==> config.mk <==
export PLATFORM = sky130hd
export DESIGN_NAME = bmpd_issue
export DESIGN_NICKNAME = d
export VERILOG_FILES = /design/src/sv/bmpd_pkg.sv /design/src/sv/bmpd_issue.sv
export SDC_FILE = /design/constraint.sdc
export NUM_CORES = 1
export LEC_CHECK = 0
export CAP_MARGIN = 20
export CELL_PAD_IN_SITES_DETAIL_PLACEMENT = 1
export CELL_PAD_IN_SITES_GLOBAL_PLACEMENT = 2
export CORE_MARGIN = 2
export CORE_UTILIZATION = 39
export DETAILED_ROUTE_END_ITERATION = 8
export DONT_BUFFER_PORTS = 1
export PLACE_DENSITY = 0.76
export SLEW_MARGIN = 20
export SYNTH_ARGS = -nofsm -noshare
export SYNTH_HDL_FRONTEND = slang
export SYNTH_SLANG_ARGS = --single-unit
==> constraint.sdc <==
create_clock -name clk -period 4.8 [get_ports clk]
set_input_delay 0.48 -clock clk [delete_from_list [all_inputs] [get_ports clk]]
set_output_delay 0.48 -clock clk [all_outputs]
set_load 0.01 [all_outputs]
==> src/sv/bmpd_pkg.sv <==
// ---------------------------------------------------------------------------
// bmpd_pkg: shared types and constants of the BMP pixel stream decoder
// Mode and register codes, reset values, and the structs that pass between
// the decode front end, the issue sequencer and the palette memory.
// ---------------------------------------------------------------------------
package bmpd_pkg;

  // pixel_mode codes
  localparam logic [2:0] MODE_1BPP  = 3'd0;
  localparam logic [2:0] MODE_4BPP  = 3'd1;
  localparam logic [2:0] MODE_8BPP  = 3'd2;
  localparam logic [2:0] MODE_16BPP = 3'd3;
  localparam logic [2:0] MODE_24BPP = 3'd4;
  localparam logic [2:0] MODE_32BPP = 3'd5;

  // configuration register indexes
  localparam logic [1:0] REG_PIXEL_MODE   = 2'd0;
  localparam logic [1:0] REG_IMAGE_WIDTH  = 2'd1;
  localparam logic [1:0] REG_IMAGE_HEIGHT = 2'd2;
  localparam logic [1:0] REG_FILL_MASK    = 2'd3;

  // reset values
  localparam logic [2:0]  RST_PIXEL_MODE = MODE_8BPP;
  localparam logic [12:0] RST_DIM        = 13'd1;
  localparam logic [15:0] RST_FILL_MASK  = 16'h8000;

  // palette load length in bytes (4 per entry)
  localparam logic [10:0] LOAD_BYTES_1BPP = 11'd8;
  localparam logic [10:0] LOAD_BYTES_4BPP = 11'd64;
  localparam logic [10:0] LOAD_BYTES_8BPP = 11'd1024;

  // one accepted byte's worth of pixels, waiting to be issued
  typedef struct packed {
    logic [2:0]  mode;
    logic [31:0] value;   // direct pixel, or the index byte in 7:0
    logic [2:0]  cnt;     // pixel count minus one
    logic [11:0] col;
    logic [11:0] row;
    logic        done;
  } job_t;

  // one pixel on its way through the palette read stage
  typedef struct packed {
    logic        valid;
    logic        pal;
    logic [7:0]  idx;
    logic [31:0] value;
    logic [11:0] col;
    logic [11:0] row;
    logic        last;
    logic        done;
  } pix_t;

  // byte-lane palette write
  typedef struct packed {
    logic       en;
    logic [7:0] addr;
    logic [1:0] lane;
    logic [7:0] data;
  } pal_wr_t;

  // sequencer status
  typedef struct packed {
    logic busy;
    logic final_issue;
  } iss_stat_t;

endpackage

==> src/sv/bmpd_issue.sv <==
// ---------------------------------------------------------------------------
// bmpd_issue: pixel issue sequencer
// Holds one byte's job and issues its pixels one per cycle while en is
// high, with the palette index of each, toward the palette read stage.
// ---------------------------------------------------------------------------
module bmpd_issue (
  input  logic                  clk,
  input  logic                  rst,
  input  logic                  en,
  input  logic                  push,
  input  bmpd_pkg::job_t        job_in,
  output bmpd_pkg::pix_t        req,
  output bmpd_pkg::iss_stat_t   stat,
  output logic                  free
);

  bmpd_pkg::job_t job;
  logic           job_valid;
  logic [2:0]     k;
  logic           last;
  logic [7:0]     b;

  assign last = (k == job.cnt);
  assign b    = job.value[7:0];

  assign stat.busy        = job_valid;
  assign stat.final_issue = job_valid && en && last;
  assign free             = !job_valid || (en && last);

  always_comb begin
    req       = '0;
    req.valid = job_valid;
    req.pal   = (job.mode <= bmpd_pkg::MODE_8BPP);
    req.value = job.value;
    req.col   = job.col + 12'(k);
    req.row   = job.row;
    req.last  = last;
    req.done  = job.done && last;
    // most significant bits first
    unique case (job.mode)
      bmpd_pkg::MODE_1BPP: req.idx = {7'd0, b[3'(3'd7 - k)]};
      bmpd_pkg::MODE_4BPP: req.idx = (k == 3'd0) ? {4'd0, b[7:4]} : {4'd0, b[3:0]};
      default:             req.idx = b;
    endcase
  end

  always_ff @(posedge clk) begin
    if (rst) begin
      job_valid <= 1'b0;
      k         <= '0;
    end else begin
      if (en && job_valid) begin
        if (last) begin
          job_valid <= 1'b0;
        end else begin
          k <= k + 3'd1;
        end
      end
      if (push) begin
        job_valid <= 1'b1;
        job       <= job_in;
        k         <= '0;
      end
    end
  end

endmodule

==> flow_results.org <==
** Status
- The flow ran to the end, and the final reports show no timing, DRC or antenna violations.

** Worst setup path
- Worst Setup End Kind :: output pin
- Arr. time, crit path :: 2.23 ns
- Of all nets on the critical path, the largest fanout is 7.
- By startpoint and endpoint, the worst setup path is classified as register to output pin.
- STA classifies the critical path startpoint as a register.
- Data required time at the worst endpoint :: 4.32 ns

** Power
- Worst voltage drop across the vdd grid :: 0.000260 V
- The share of total power dissipated in sequential elements is 54.2%.
- Net switching is 21.5% of the power.
- Overall power consumption after layout is estimated at 1.33 mW.
- The clock network burns 41.8% of the power.
- Internal power of the cells :: 1.05 mW
- Static Leak :: 1.01 nW
- PwrDens :: 451 nW/um^2
- Switching Power :: 286 uW
- Combinational power share :: 4.0%

** Finish
- Final net count :: 234
- Proportion of layout cells with a drive suffix above 1 :: 12.1%
- Sequential cell area in the final layout :: 1970 sq um
- The multi-input combinational cells in the finished layout cover a total of 582 sq um.
- Antenna diodes :: 0
- Filler cell count in the final layout :: 755
- Compared with the post-synthesis result, the final layout area differs by -0.0424%.

** Yosys
- Count of yosys warnings during synthesis :: 0
- Net count after synthesis :: 272
- Leading cell types by count after synthesis :: sky130_fd_sc_hd__edfxtp_1 (63), sky130_fd_sc_hd__buf_4 (47), sky130_fd_sc_hd__xnor2_1 (11), sky130_fd_sc_hd__inv_1 (8), sky130_fd_sc_hd__nor2_1 (7)
- Post-Synth Adder-Cell Area :: 2.79%
- Of the total synthesized cell area, the portion taken by XOR and XNOR cells is 4.15%.
- Register area share after synthesis :: 66.7%
- Yosys attributes the largest share of cell area to sky130_fd_sc_hd__edfxtp_1 (64%), sky130_fd_sc_hd__buf_4 (12%), sky130_fd_sc_hd__xnor2_1 (3.3%), sky130_fd_sc_hd__dfxtp_1 (2.7%), sky130_fd_sc_hd__ha_1 (2.1%).
- Syn Std Cell Area :: 2960 sq um
- Cell taking the most area after synthesis :: sky130_fd_sc_hd__edfxtp_1
- Simple-Gate Fraction of Synth Area :: 6.10%
- After synthesis, the largest family of logic cells by area is buffers and inverters.
- In the synthesized netlist the dominant register cell turns out to be sky130_fd_sc_hd__edfxtp_1.
- Synthesis produced 199 cells.
- Number of distinct standard cells referenced by the synthesized netlist :: 36
- The top cell type by area accounts for 64.0% of the synthesized area.
- The synthesized design contains 67 register bits.
- By instance count, the leading cell after synthesis is sky130_fd_sc_hd__edfxtp_1.
- Yosys mapped a number of flops with a built-in enable equal to 63.
- The portion of synthesized area spent on multiplexers is 1.99%.
- Complex-gate fraction of the synthesized area :: 4.40%
- In the synthesized netlist the async set-or-reset flop fraction comes to 0%.
- Mean area per synthesized cell :: 14.9 sq um

** Route
- Overall via count from detail_route :: 1346
- Number of design-rule violations left by the first detailed-router iteration :: 70
- Dividing the detail-routed via count by the number of cells gives 5.10.
- Wires add up to 5.34 mm.
- Number of detailed-route iterations in the first pass :: 4
- In the final routed layout, each cell accounts on average for 20.2 um.
- In this run the remaining antenna-violating nets after routing total 0.
- Drc violations :: 0

** Floorplan
- After floorplanning, the core was sized to cover 7290 sq um.
- For this configuration, the core starts out at a cell density of 40.5%.
- The die covers 8290 sq um.
- The floorplan has 31 rows.
- Chip Width :: 91.1 um
- From bottom edge to top edge, the die measures 91.1 um.
- I/O pin count :: 138

** Clock tree
- The clock reaches the later pin of the worst-skew pair after 0.33 ns.
- Clk sink count :: 67
- # resized after CTS :: 0
- TritonCTS buffer count :: 9
- Count of buffers added by post-CTS timing repair for setup :: 0
- CTS placed an instance of sky130_fd_sc_hd__clkbuf_8 at the clock tree root.
- Clock tree from TritonCTS :: built
- After clock tree synthesis, the clock-pin slew on the worst setup and hold paths is 0.08 ns.
- Count of hold-fix buffers inserted at cts :: 0
- The clock passes through at most 2 buffers.
- Number of H-tree levels :: 3

** Timing
- Between clock sinks in the finished design, the worst skew comes to 0.00412 ns.
- Of the available clock period, the critical path in the final layout requires 56.4%.
- Max Slew Vio Count :: 0
- For the final routed database, the setup TNS stands at 0 ns.
- Shortest clock period the worst path allows after layout :: 2.71 ns
- Maximum frequency from static timing analysis :: 369 MHz
- Measured against its own limit, the worst slew margin works out to 44.0%.
- Endpoints failing hold :: 0
- Unrepaired setup endpoints after global routing :: no
- At the pin with the least slew margin, the transition time is 0.838 ns.
- Setup violations, final :: 0

** Global route
- Global routing used 13.2% of the available tracks.
- The via count of the first global-routing pass was 1421.
- The first global-routing pass estimated 8.00 mm of wire.
- Entering global routing, the biggest net connects 34 pins.
- After global routing the overflow that remains totals 0.
- The initial antenna violation count was 1.

** Placement
- Routability-driven placement finished with a final weighted congestion of 0.741.
- Input/output buffers :: 0
- HPWL after DPL :: 4.04 mm

** Worst hold path
- Type of the worst min-delay path :: input pin to register

** Flow run
- The tool flagged a number of max-cap violations equal to 0.
==> critical path: stages, from the launching register on <==
cell                      delay [ns]
sky130_fd_sc_hd__dfxtp_1        0.53
sky130_fd_sc_hd__ha_1           0.24
sky130_fd_sc_hd__inv_1          0.06
sky130_fd_sc_hd__fa_1           0.40
sky130_fd_sc_hd__inv_1          0.07
sky130_fd_sc_hd__a21o_1         0.16
sky130_fd_sc_hd__nand4_1        0.15
sky130_fd_sc_hd__xnor2_1        0.29
==> routing by layer <==
metal  share of wire, %  global-route usage, %  vias to the layer above
met4                1.9                   5.68                        2
met1                 37                   14.1                      648
met5               0.30                      0                        -
li1                   -                      -                      596
met2                 50                   20.7                       87
met3                 11                   8.22                       13
==> cells by family (layout without fill, tap and decap cells) <==
family	Yosys count	after routing
DFF	67	67
muxes	3	3
adders and majority gates	6	6
and+or+nand+nor	34	34
AOI/OAI and AO/OA	17	17
xor gates and xnor gates	14	14
buffers and inverters	58	24
==> registers in the layout (all words and copies together), names as in the netlist <==
signal	count
k	3
job	19
req	44
job_valid	1
==> per-stage QoR <==
step	area, sq um	worst slack [ns]	hold slack (ns)	std cells	utilization [%]
floorplan	2960	1.17	0.516	199	-
global placement	2720	2.50	0.555	249	37.2
detailed placement	2720	2.43	0.556	249	37.2
CTS	2950	2.05	0.187	264	40.5
global route	2950	1.97	0.179	264	40.5
finish	2950	2.09	0.202	264	40.5
==> power by group through the flow <==
stage	Combinational (mW)	Sequential [mW]	Clock [mW]
final	0.0533	0.721	0.557
after detailed placement	0.0542	0.734	0
after CTS	0.0545	0.722	0.569
after global routing	0.0588	0.726	0.599
after floorplan	0.0950	0.710	0
after global placement	0.0524	0.734	0
==> layout make-up <==
type	count	share of cell area (%)
sequential	67	66.8
multi-input combinational	74	19.7
clock buffer	9	4.19
tap	99	4.19
clock inverter	6	3.90
inverter	8	1.02
timing repair buffer	1	0.254
==> placed cells by master, fill, tap and decap left out, types with 2 or more instances in the layout <==
cell	n
sky130_fd_sc_hd__a211oi_1	2
sky130_fd_sc_hd__a21o_1	2
sky130_fd_sc_hd__a21oi_1	2
sky130_fd_sc_hd__a22o_1	6
sky130_fd_sc_hd__and2_1	5
sky130_fd_sc_hd__and3_1	2
sky130_fd_sc_hd__bufinv_16	3
sky130_fd_sc_hd__clkbuf_8	9
sky130_fd_sc_hd__clkinv_4	2
sky130_fd_sc_hd__dfxtp_1	4
sky130_fd_sc_hd__edfxtp_1	63
sky130_fd_sc_hd__ha_1	5
sky130_fd_sc_hd__inv_1	8
sky130_fd_sc_hd__nand2_1	6
sky130_fd_sc_hd__nand3_1	2
sky130_fd_sc_hd__nand4_1	2
sky130_fd_sc_hd__nor2_1	6
sky130_fd_sc_hd__nor3_1	3
sky130_fd_sc_hd__xnor2_1	11
sky130_fd_sc_hd__xor2_1	3
==> worst paths after layout <==
check / from / end / slack [ns] / cells after the start
worst max-delay path: k[0] / req[20] / 2.09 / 7
worst min-delay path: rst / job_valid / 0.20 / 1
worst max register to register: k[0] / k[2] / 3.22 / 4
worst min register to register: k[1] / k[1] / 0.65 / 2
(Power assumes the default switching activity.)
