$ cat config.mk
export PLATFORM = sky130hd
export DESIGN_NAME = bmpd_front
export DESIGN_NICKNAME = d
export VERILOG_FILES = /design/src/sv/bmpd_pkg.sv /design/src/sv/bmpd_front.sv
export SDC_FILE = /design/constraint.sdc
export NUM_CORES = 1
export LEC_CHECK = 0
export BUFFER_PORTS_ARGS = -buffer_cell sky130_fd_sc_hd__buf_2
export CAP_MARGIN = 20
export CORE_UTILIZATION = 55
export CTS_BUF_LIST = sky130_fd_sc_hd__clkbuf_8
export DETAILED_ROUTE_END_ITERATION = 10
export PLACE_DENSITY = 0.83
export SETUP_SLACK_MARGIN = 0.4
export SYNTH_ARGS = -nofsm -noshare
export SYNTH_HDL_FRONTEND = slang
export SYNTH_SLANG_ARGS = --single-unit
$ cat constraint.sdc
create_clock -name clk -period 21.1 [get_ports clk]
set_input_delay 2.11 -clock clk [delete_from_list [all_inputs] [get_ports clk]]
set_output_delay 2.11 -clock clk [all_outputs]
set_load 0.1 [all_outputs]
$ cat src/sv/bmpd_pkg.sv
// ---------------------------------------------------------------------------
// bmpd_pkg: shared types and constants of the BMP pixel stream decoder
// Mode and register codes, reset values, and the structs that pass between
// the decode front end, the issue sequencer and the palette memory.
// ---------------------------------------------------------------------------
package bmpd_pkg;

  // pixel_mode codes
  localparam logic [2:0] MODE_1BPP  = 3'd0;
  localparam logic [2:0] MODE_4BPP  = 3'd1;
  localparam logic [2:0] MODE_8BPP  = 3'd2;
  localparam logic [2:0] MODE_16BPP = 3'd3;
  localparam logic [2:0] MODE_24BPP = 3'd4;
  localparam logic [2:0] MODE_32BPP = 3'd5;

  // configuration register indexes
  localparam logic [1:0] REG_PIXEL_MODE   = 2'd0;
  localparam logic [1:0] REG_IMAGE_WIDTH  = 2'd1;
  localparam logic [1:0] REG_IMAGE_HEIGHT = 2'd2;
  localparam logic [1:0] REG_FILL_MASK    = 2'd3;

  // reset values
  localparam logic [2:0]  RST_PIXEL_MODE = MODE_8BPP;
  localparam logic [12:0] RST_DIM        = 13'd1;
  localparam logic [15:0] RST_FILL_MASK  = 16'h8000;

  // palette load length in bytes (4 per entry)
  localparam logic [10:0] LOAD_BYTES_1BPP = 11'd8;
  localparam logic [10:0] LOAD_BYTES_4BPP = 11'd64;
  localparam logic [10:0] LOAD_BYTES_8BPP = 11'd1024;

  // one accepted byte's worth of pixels, waiting to be issued
  typedef struct packed {
    logic [2:0]  mode;
    logic [31:0] value;   // direct pixel, or the index byte in 7:0
    logic [2:0]  cnt;     // pixel count minus one
    logic [11:0] col;
    logic [11:0] row;
    logic        done;
  } job_t;

  // one pixel on its way through the palette read stage
  typedef struct packed {
    logic        valid;
    logic        pal;
    logic [7:0]  idx;
    logic [31:0] value;
    logic [11:0] col;
    logic [11:0] row;
    logic        last;
    logic        done;
  } pix_t;

  // byte-lane palette write
  typedef struct packed {
    logic       en;
    logic [7:0] addr;
    logic [1:0] lane;
    logic [7:0] data;
  } pal_wr_t;

  // sequencer status
  typedef struct packed {
    logic busy;
    logic final_issue;
  } iss_stat_t;

endpackage

$ cat src/sv/bmpd_front.sv
// ---------------------------------------------------------------------------
// bmpd_front: byte decode and frame counters
// Tracks palette load, row bytes, columns and rows; assembles direct-color
// pixels and hands each pixel-producing byte to the issue sequencer.
// ---------------------------------------------------------------------------
module bmpd_front #(
  parameter int MAX_WIDTH     = 4096,
  parameter int MAX_HEIGHT    = 4096,
  parameter int PALETTE_DEPTH = 256
) (
  input  logic                 clk,
  input  logic                 rst,
  input  logic                 accept,
  input  logic [7:0]           stream_byte,
  input  logic                 frame_start,
  input  logic [2:0]           pixel_mode,
  input  logic [12:0]          image_width,
  input  logic [12:0]          image_height,
  input  logic [15:0]          fill_mask,
  output bmpd_pkg::job_t       job,
  output logic                 job_push,
  output bmpd_pkg::pal_wr_t    pal_wr
);

  localparam int CW  = $clog2(MAX_WIDTH + 1);
  localparam int RW  = $clog2(MAX_HEIGHT + 1);
  localparam int RBW = $clog2(MAX_WIDTH * 4 + 1);
  localparam int BW  = RBW + 3;

  logic [10:0]    pbc, pbc_e, pbc_next;
  logic [23:0]    pa, pa_e, pa_next;
  logic [1:0]     ac, ac_e, ac_next;
  logic [RBW-1:0] rbc, rbc_e, rbc_next, rbc_inc, row_bytes;
  logic [CW-1:0]  col, col_e, col_next, w_eff, room;
  logic [RW-1:0]  row, row_e, row_next, h_eff;
  logic [BW-1:0]  w_bits, row_bits, bits_sum;
  logic [10:0]    load_limit;
  logic [3:0]     n;
  logic [31:0]    value;
  logic           loading;

  always_comb begin
    pbc_e = frame_start ? '0 : pbc;
    pa_e  = frame_start ? '0 : pa;
    ac_e  = frame_start ? '0 : ac;
    rbc_e = frame_start ? '0 : rbc;
    col_e = frame_start ? '0 : col;
    row_e = frame_start ? '0 : row;

    // zero reads as one, oversize saturates
    if (image_width == '0) begin
      w_eff = CW'(1);
    end else if (32'(image_width) > 32'(MAX_WIDTH)) begin
      w_eff = CW'(MAX_WIDTH);
    end else begin
      w_eff = CW'(image_width);
    end
    if (image_height == '0) begin
      h_eff = RW'(1);
    end else if (32'(image_height) > 32'(MAX_HEIGHT)) begin
      h_eff = RW'(MAX_HEIGHT);
    end else begin
      h_eff = RW'(image_height);
    end

    w_bits = BW'(w_eff);
    unique case (pixel_mode)
      bmpd_pkg::MODE_1BPP:  row_bits = w_bits;
      bmpd_pkg::MODE_4BPP:  row_bits = w_bits << 2;
      bmpd_pkg::MODE_8BPP:  row_bits = w_bits << 3;
      bmpd_pkg::MODE_16BPP: row_bits = w_bits << 4;
      bmpd_pkg::MODE_24BPP: row_bits = (w_bits << 4) + (w_bits << 3);
      default:              row_bits = w_bits << 5;
    endcase
    // round up to whole 32-bit words, in bytes
    bits_sum  = row_bits + BW'(31);
    row_bytes = RBW'(bits_sum >> 3) & ~RBW'(3);

    unique case (pixel_mode)
      bmpd_pkg::MODE_1BPP: load_limit = bmpd_pkg::LOAD_BYTES_1BPP;
      bmpd_pkg::MODE_4BPP: load_limit = bmpd_pkg::LOAD_BYTES_4BPP;
      bmpd_pkg::MODE_8BPP: load_limit = bmpd_pkg::LOAD_BYTES_8BPP;
      default:             load_limit = '0;
    endcase
    loading = (pixel_mode <= bmpd_pkg::MODE_8BPP) && (pbc_e < load_limit);

    pbc_next = pbc_e;
    pa_next  = pa_e;
    ac_next  = ac_e;
    rbc_next = rbc_e;
    col_next = col_e;
    row_next = row_e;
    room     = w_eff - col_e;
    rbc_inc  = rbc_e + RBW'(1);
    n        = '0;
    value    = '0;
    job      = '0;
    job_push = 1'b0;
    pal_wr   = '0;

    if (pixel_mode <= bmpd_pkg::MODE_32BPP) begin
      if (loading) begin
        pbc_next = pbc_e + 11'd1;
        // B,G,R land in lanes 2,1,0; the reserved byte is dropped
        pal_wr.en   = accept && (32'(pbc_e[10:2]) < 32'(PALETTE_DEPTH)) &&
                      (pbc_e[1:0] != 2'd3);
        pal_wr.addr = pbc_e[9:2];
        pal_wr.lane = 2'(2'd2 - pbc_e[1:0]);
        pal_wr.data = stream_byte;
      end else if (row_e < h_eff) begin
        if (col_e < w_eff) begin
          unique case (pixel_mode)
            bmpd_pkg::MODE_1BPP: begin
              n     = (32'(room) >= 32'd8) ? 4'd8 : 4'(room);
              value = {24'd0, stream_byte};
            end
            bmpd_pkg::MODE_4BPP: begin
              n     = (32'(room) >= 32'd2) ? 4'd2 : 4'(room);
              value = {24'd0, stream_byte};
            end
            bmpd_pkg::MODE_8BPP: begin
              n     = 4'd1;
              value = {24'd0, stream_byte};
            end
            bmpd_pkg::MODE_16BPP: begin
              if (ac_e == 2'd0) begin
                pa_next = {16'd0, stream_byte};
                ac_next = 2'd1;
              end else begin
                n       = 4'd1;
                value   = {16'd0, {stream_byte, pa_e[7:0]} | fill_mask};
                pa_next = '0;
                ac_next = '0;
              end
            end
            bmpd_pkg::MODE_24BPP: begin
              if (ac_e < 2'd2) begin
                pa_next = pa_e | (24'(stream_byte) << {ac_e, 3'b000});
                ac_next = ac_e + 2'd1;
              end else begin
                n       = 4'd1;
                value   = {8'd0, pa_e[23:16] | stream_byte, pa_e[15:0]};
                pa_next = '0;
                ac_next = '0;
              end
            end
            default: begin
              if (ac_e < 2'd3) begin
                pa_next = pa_e | (24'(stream_byte) << {ac_e, 3'b000});
                ac_next = ac_e + 2'd1;
              end else begin
                n       = 4'd1;
                value   = {stream_byte, pa_e};
                pa_next = '0;
                ac_next = '0;
              end
            end
          endcase
          col_next = col_e + CW'(n);
        end

        job.mode  = pixel_mode;
        job.value = value;
        job.cnt   = 3'(n - 4'd1);
        job.col   = 12'(col_e);
        job.row   = 12'(32'(h_eff) - 32'(row_e) - 32'd1);
        job.done  = (32'(col_e) + 32'(n) >= 32'(w_eff)) &&
                    (32'(row_e) + 32'd1 == 32'(h_eff));
        job_push  = accept && (n != '0);

        rbc_next = rbc_inc;
        if (rbc_inc >= row_bytes) begin
          rbc_next = '0;
          col_next = '0;
          pa_next  = '0;
          ac_next  = '0;
          row_next = row_e + RW'(1);
        end
      end
    end
  end

  always_ff @(posedge clk) begin
    if (rst) begin
      pbc <= '0;
      pa  <= '0;
      ac  <= '0;
      rbc <= '0;
      col <= '0;
      row <= '0;
    end else if (accept) begin
      pbc <= pbc_next;
      pa  <= pa_next;
      ac  <= ac_next;
      rbc <= rbc_next;
      col <= col_next;
      row <= row_next;
    end
  end

endmodule

==> results by group <==
Status
  – Status: finished clean

Clock tree
  – CTS Hold Buffers Added: 0
  – Cts bufs inserted: 9
  – Post-CTS Resized: 0
  – CTS tree: done
  – CTS H-tree lvls: 3
  – Clk Latency, worst-skew pair: 0.38 ns
  – Root Driver: clkbuf_8
  – Clk slew on worst S/H paths: 0.09 ns
  – Clock buffer depth: 2
  – CTS Sinks: 78
  – Post-CTS Setup Inserts: 0

Floorplanning
  – Starting density of the core: 0.563
  – Die H: 135 um
  – Core area: 17200 sq um
  – Die area: 18200 sq um
  – IO Count: 140
  – Row count: 48
  – Die Wd: 135 um

Route
  – Number of vias per cell: 6.48
  – TritonRoute pass-1 iters: 6
  – DR WL/cell: 18.4 um
  – Iteration-0 DRC count of the detailed router: 1260
  – Routed wire length: 30500 um
  – Detailed-route via count: 10.7k
  – DRC Markers: 0
  – Post-route ant nets: 0

Synth
  – Most common cell in the synthesized netlist: nor2_1
  – Cell taking the most area after synthesis: dfxtp_1
  – Syn_nets: 1481
  – Ys flop type: dfxtp_1
  – Yosys warnings: 0
  – Post-synthesis cell count: 1327
  – Synth cell count leaders: nor2_1 (121), nand2_1 (116), ha_1 (92)
  – Mapped Area: 9710 sq um
  – EDFF count, synth: 0
  – Seq cells post-synth: 78
  – Asr flop ratio synth: 0
  – Post-Synthesis Mean Instance Area: 7.31 sq um
  – Area contributors post-synth: dfxtp_1 (16%), ha_1 (12%), xnor2_1 (5.1%)
  – Post-synthesis sequential area ratio: 0.161
  – Top-area cell type share of the netlist area: 0.161
  – Number of library cell types mapped by synthesis: 93

STA
  – Achievable Freq: 0.0925 GHz
  – Fin. Hold Viols: 0
  – Skew final: 0.0133 ns
  – Final Cycle Share: 0.512
  – RSZ-0062 raised after global routing: false
  – Final setup viols: 0
  – Setup total negative slack: 0 ns
  – Worst-Margin Slew: 1.01 ns
  – Hold slack: 0.478 ns
  – Slew margin rel.: 0.324
  – Slew Limit Fails: 0
  – Fin crit period: 10.81 ns

Setup path
  – Cells on worst reg2reg path: 21
  – Worst path most repeated cell: a21oi_1
  – Worst Setup SP: image_width[7]
  – Crit path largest cell delay: 0.50 ns
  – Crit path to: job[0]
  – R2R Path End: col[11]
  – Arr. time, crit path: 8.70 ns
  – Reg2Reg Setup Slack: 15.67 ns
  – Crit path kind: in2out
  – Critical Path Fanout Max: 7
  – CP Launch Type: input pin
  – Worst endpoint required time: 18.99 ns
  – Slowest cell on the critical path: buf_2
  – Reg2reg start: col[0]
  – Crit end category: output port

Pwr
  – Reg power frac: 0.333
  – Sw Pwr: 0.203 mW
  – Total power draw: 0.450 mW
  – Total power per unit cell area: 42.0 nW/um^2
  – Switch share: 0.452
  – Maximum VDD drop: 0.0358 mV
  – Lkg Pwr: 4.76 nW
  – Clock power share: 0.251
  – Logic pwr share: 0.416
  – Int Pwr: 0.246 mW

Layout
  – # fillers: 1560
  – Ratio of cells with drive above 1 in the final layout: 0.144
  – Synth-to-Final Area Change: 10.2%
  – Ant. Diodes: 0
  – Fin nets: 1582

GRT
  – Initial antenna violation count: 0
  – Largest net degree at the start of global routing: 84
  – Overflow after GRT: 0
  – Total GRT Usage: 0.331
  – Vias in the first global route: 9457
  – First-pass GRT wire length: 48400 um

Place
  – Input/output buffers: 139
  – DP Wirelength: 23100 um
  – Gpl congestion: 0.962

Min path
  – HP Class: reg2reg
  – Hold Path Origin: pa[8]

Run
  – MaxCap Viol Count: 0
## sequential cells by signal (all words and copies together), names as in the netlist
name  count
ac        2
pa       24
rbc      15
pbc      11
row      13
col      13
## cells in the final DEF (no fill, tap or decap), types with 9 or more instances in the layout
cell,count
xor2_1,25
nor2_1,121
mux2i_1,13
and2_1,40
a22oi_1,17
nand2b_1,32
nor4_1,20
a31oi_1,17
buf_2,140
nand2_1,116
or3_1,12
xnor2_1,56
clkbuf_8,9
and3_1,17
o21ai_0,71
o21a_1,9
nor3_1,38
a21oi_1,76
buf_4,14
a22o_1,26
nand4_1,14
inv_1,65
a211oi_1,17
ha_1,92
nand3_1,48
o211ai_1,9
a21o_1,33
dfxtp_1,78
nor2b_1,47
## per-stage QoR
stage	area, sq um	util	cells	setup slack, ns
global route	10700	0.621	1658	9.83
floorplan	9710	-	1327	8.08
finish	10700	0.621	1658	10.29
global placement	10500	0.610	1641	10.63
detailed placement	10500	0.610	1641	10.40
CTS	10700	0.621	1657	10.38
## cells by family (layout without fill, tap and decap cells)
family / count (synthesis) / in the layout / synth area share
compound gates: 375 / 375 / 0.270
xor+xnor: 81 / 81 / 0.0731
fa+ha+maj: 97 / 97 / 0.129
buf+inv: 133 / 239 / 0.0563
flops: 78 / 78 / 0.161
mux: 17 / 17 / 0.0192
simple gates: 546 / 546 / 0.292
## critical path, delay by kind of cell
family	cells	cell delay [ns]
and+or+nand+nor	8	2.28
AOI/OAI and AO/OA	12	2.12
adders and majority gates	4	1.02
buffers and inverters	5	0.89
xor gates and xnor gates	1	0.13
muxes	1	0.12
## final cells by class
cell class	instances	area (sq um)	area share
timing repair buffer	154	806	0.0753
clock buffer	9	124	0.0116
multi-input combinational	1116	7600	0.711
tap	225	282	0.0263
inverter	69	262	0.0244
sequential	78	1560	0.146
clock inverter	7	63.8	0.00596
## power groups by stage
stage,Clock [mW],Sequential (mW),Combinational [mW]
3_3_place_gp,0,0.153,0.181
5_1_grt,0.121,0.150,0.200
4_1_cts,0.113,0.150,0.184
3_5_place_dp,0,0.153,0.183
2_1_floorplan,0,0.153,0.141
6_report,0.113,0.150,0.187
## worst min-delay path by stage
| stage | endpoint | slack [ns] | depth (start not counted) |
|---|---|---|---|
| floorplan | col[0] | 0.43 | 1 |
| global placement | pa[8] | 0.45 | 1 |
| detailed placement | col[0] | 0.45 | 1 |
| CTS | pa[8] | 0.48 | 1 |
| global route | pa[8] | 0.49 | 1 |
| finish | pa[8] | 0.48 | 1 |
## routing by layer
layer | part of all wire | track usage | up-vias | wire [um]
met2 | 0.44 | 0.515 | 597 | 13400
met5 | 0 | 0 | - | 0
li1 | - | - | 5066 | -
met1 | 0.43 | 0.460 | 4998 | 13200
met4 | 0.029 | 0.121 | 0 | 870
met3 | 0.098 | 0.0518 | 81 | 3000
(Power assumes the default switching activity.)
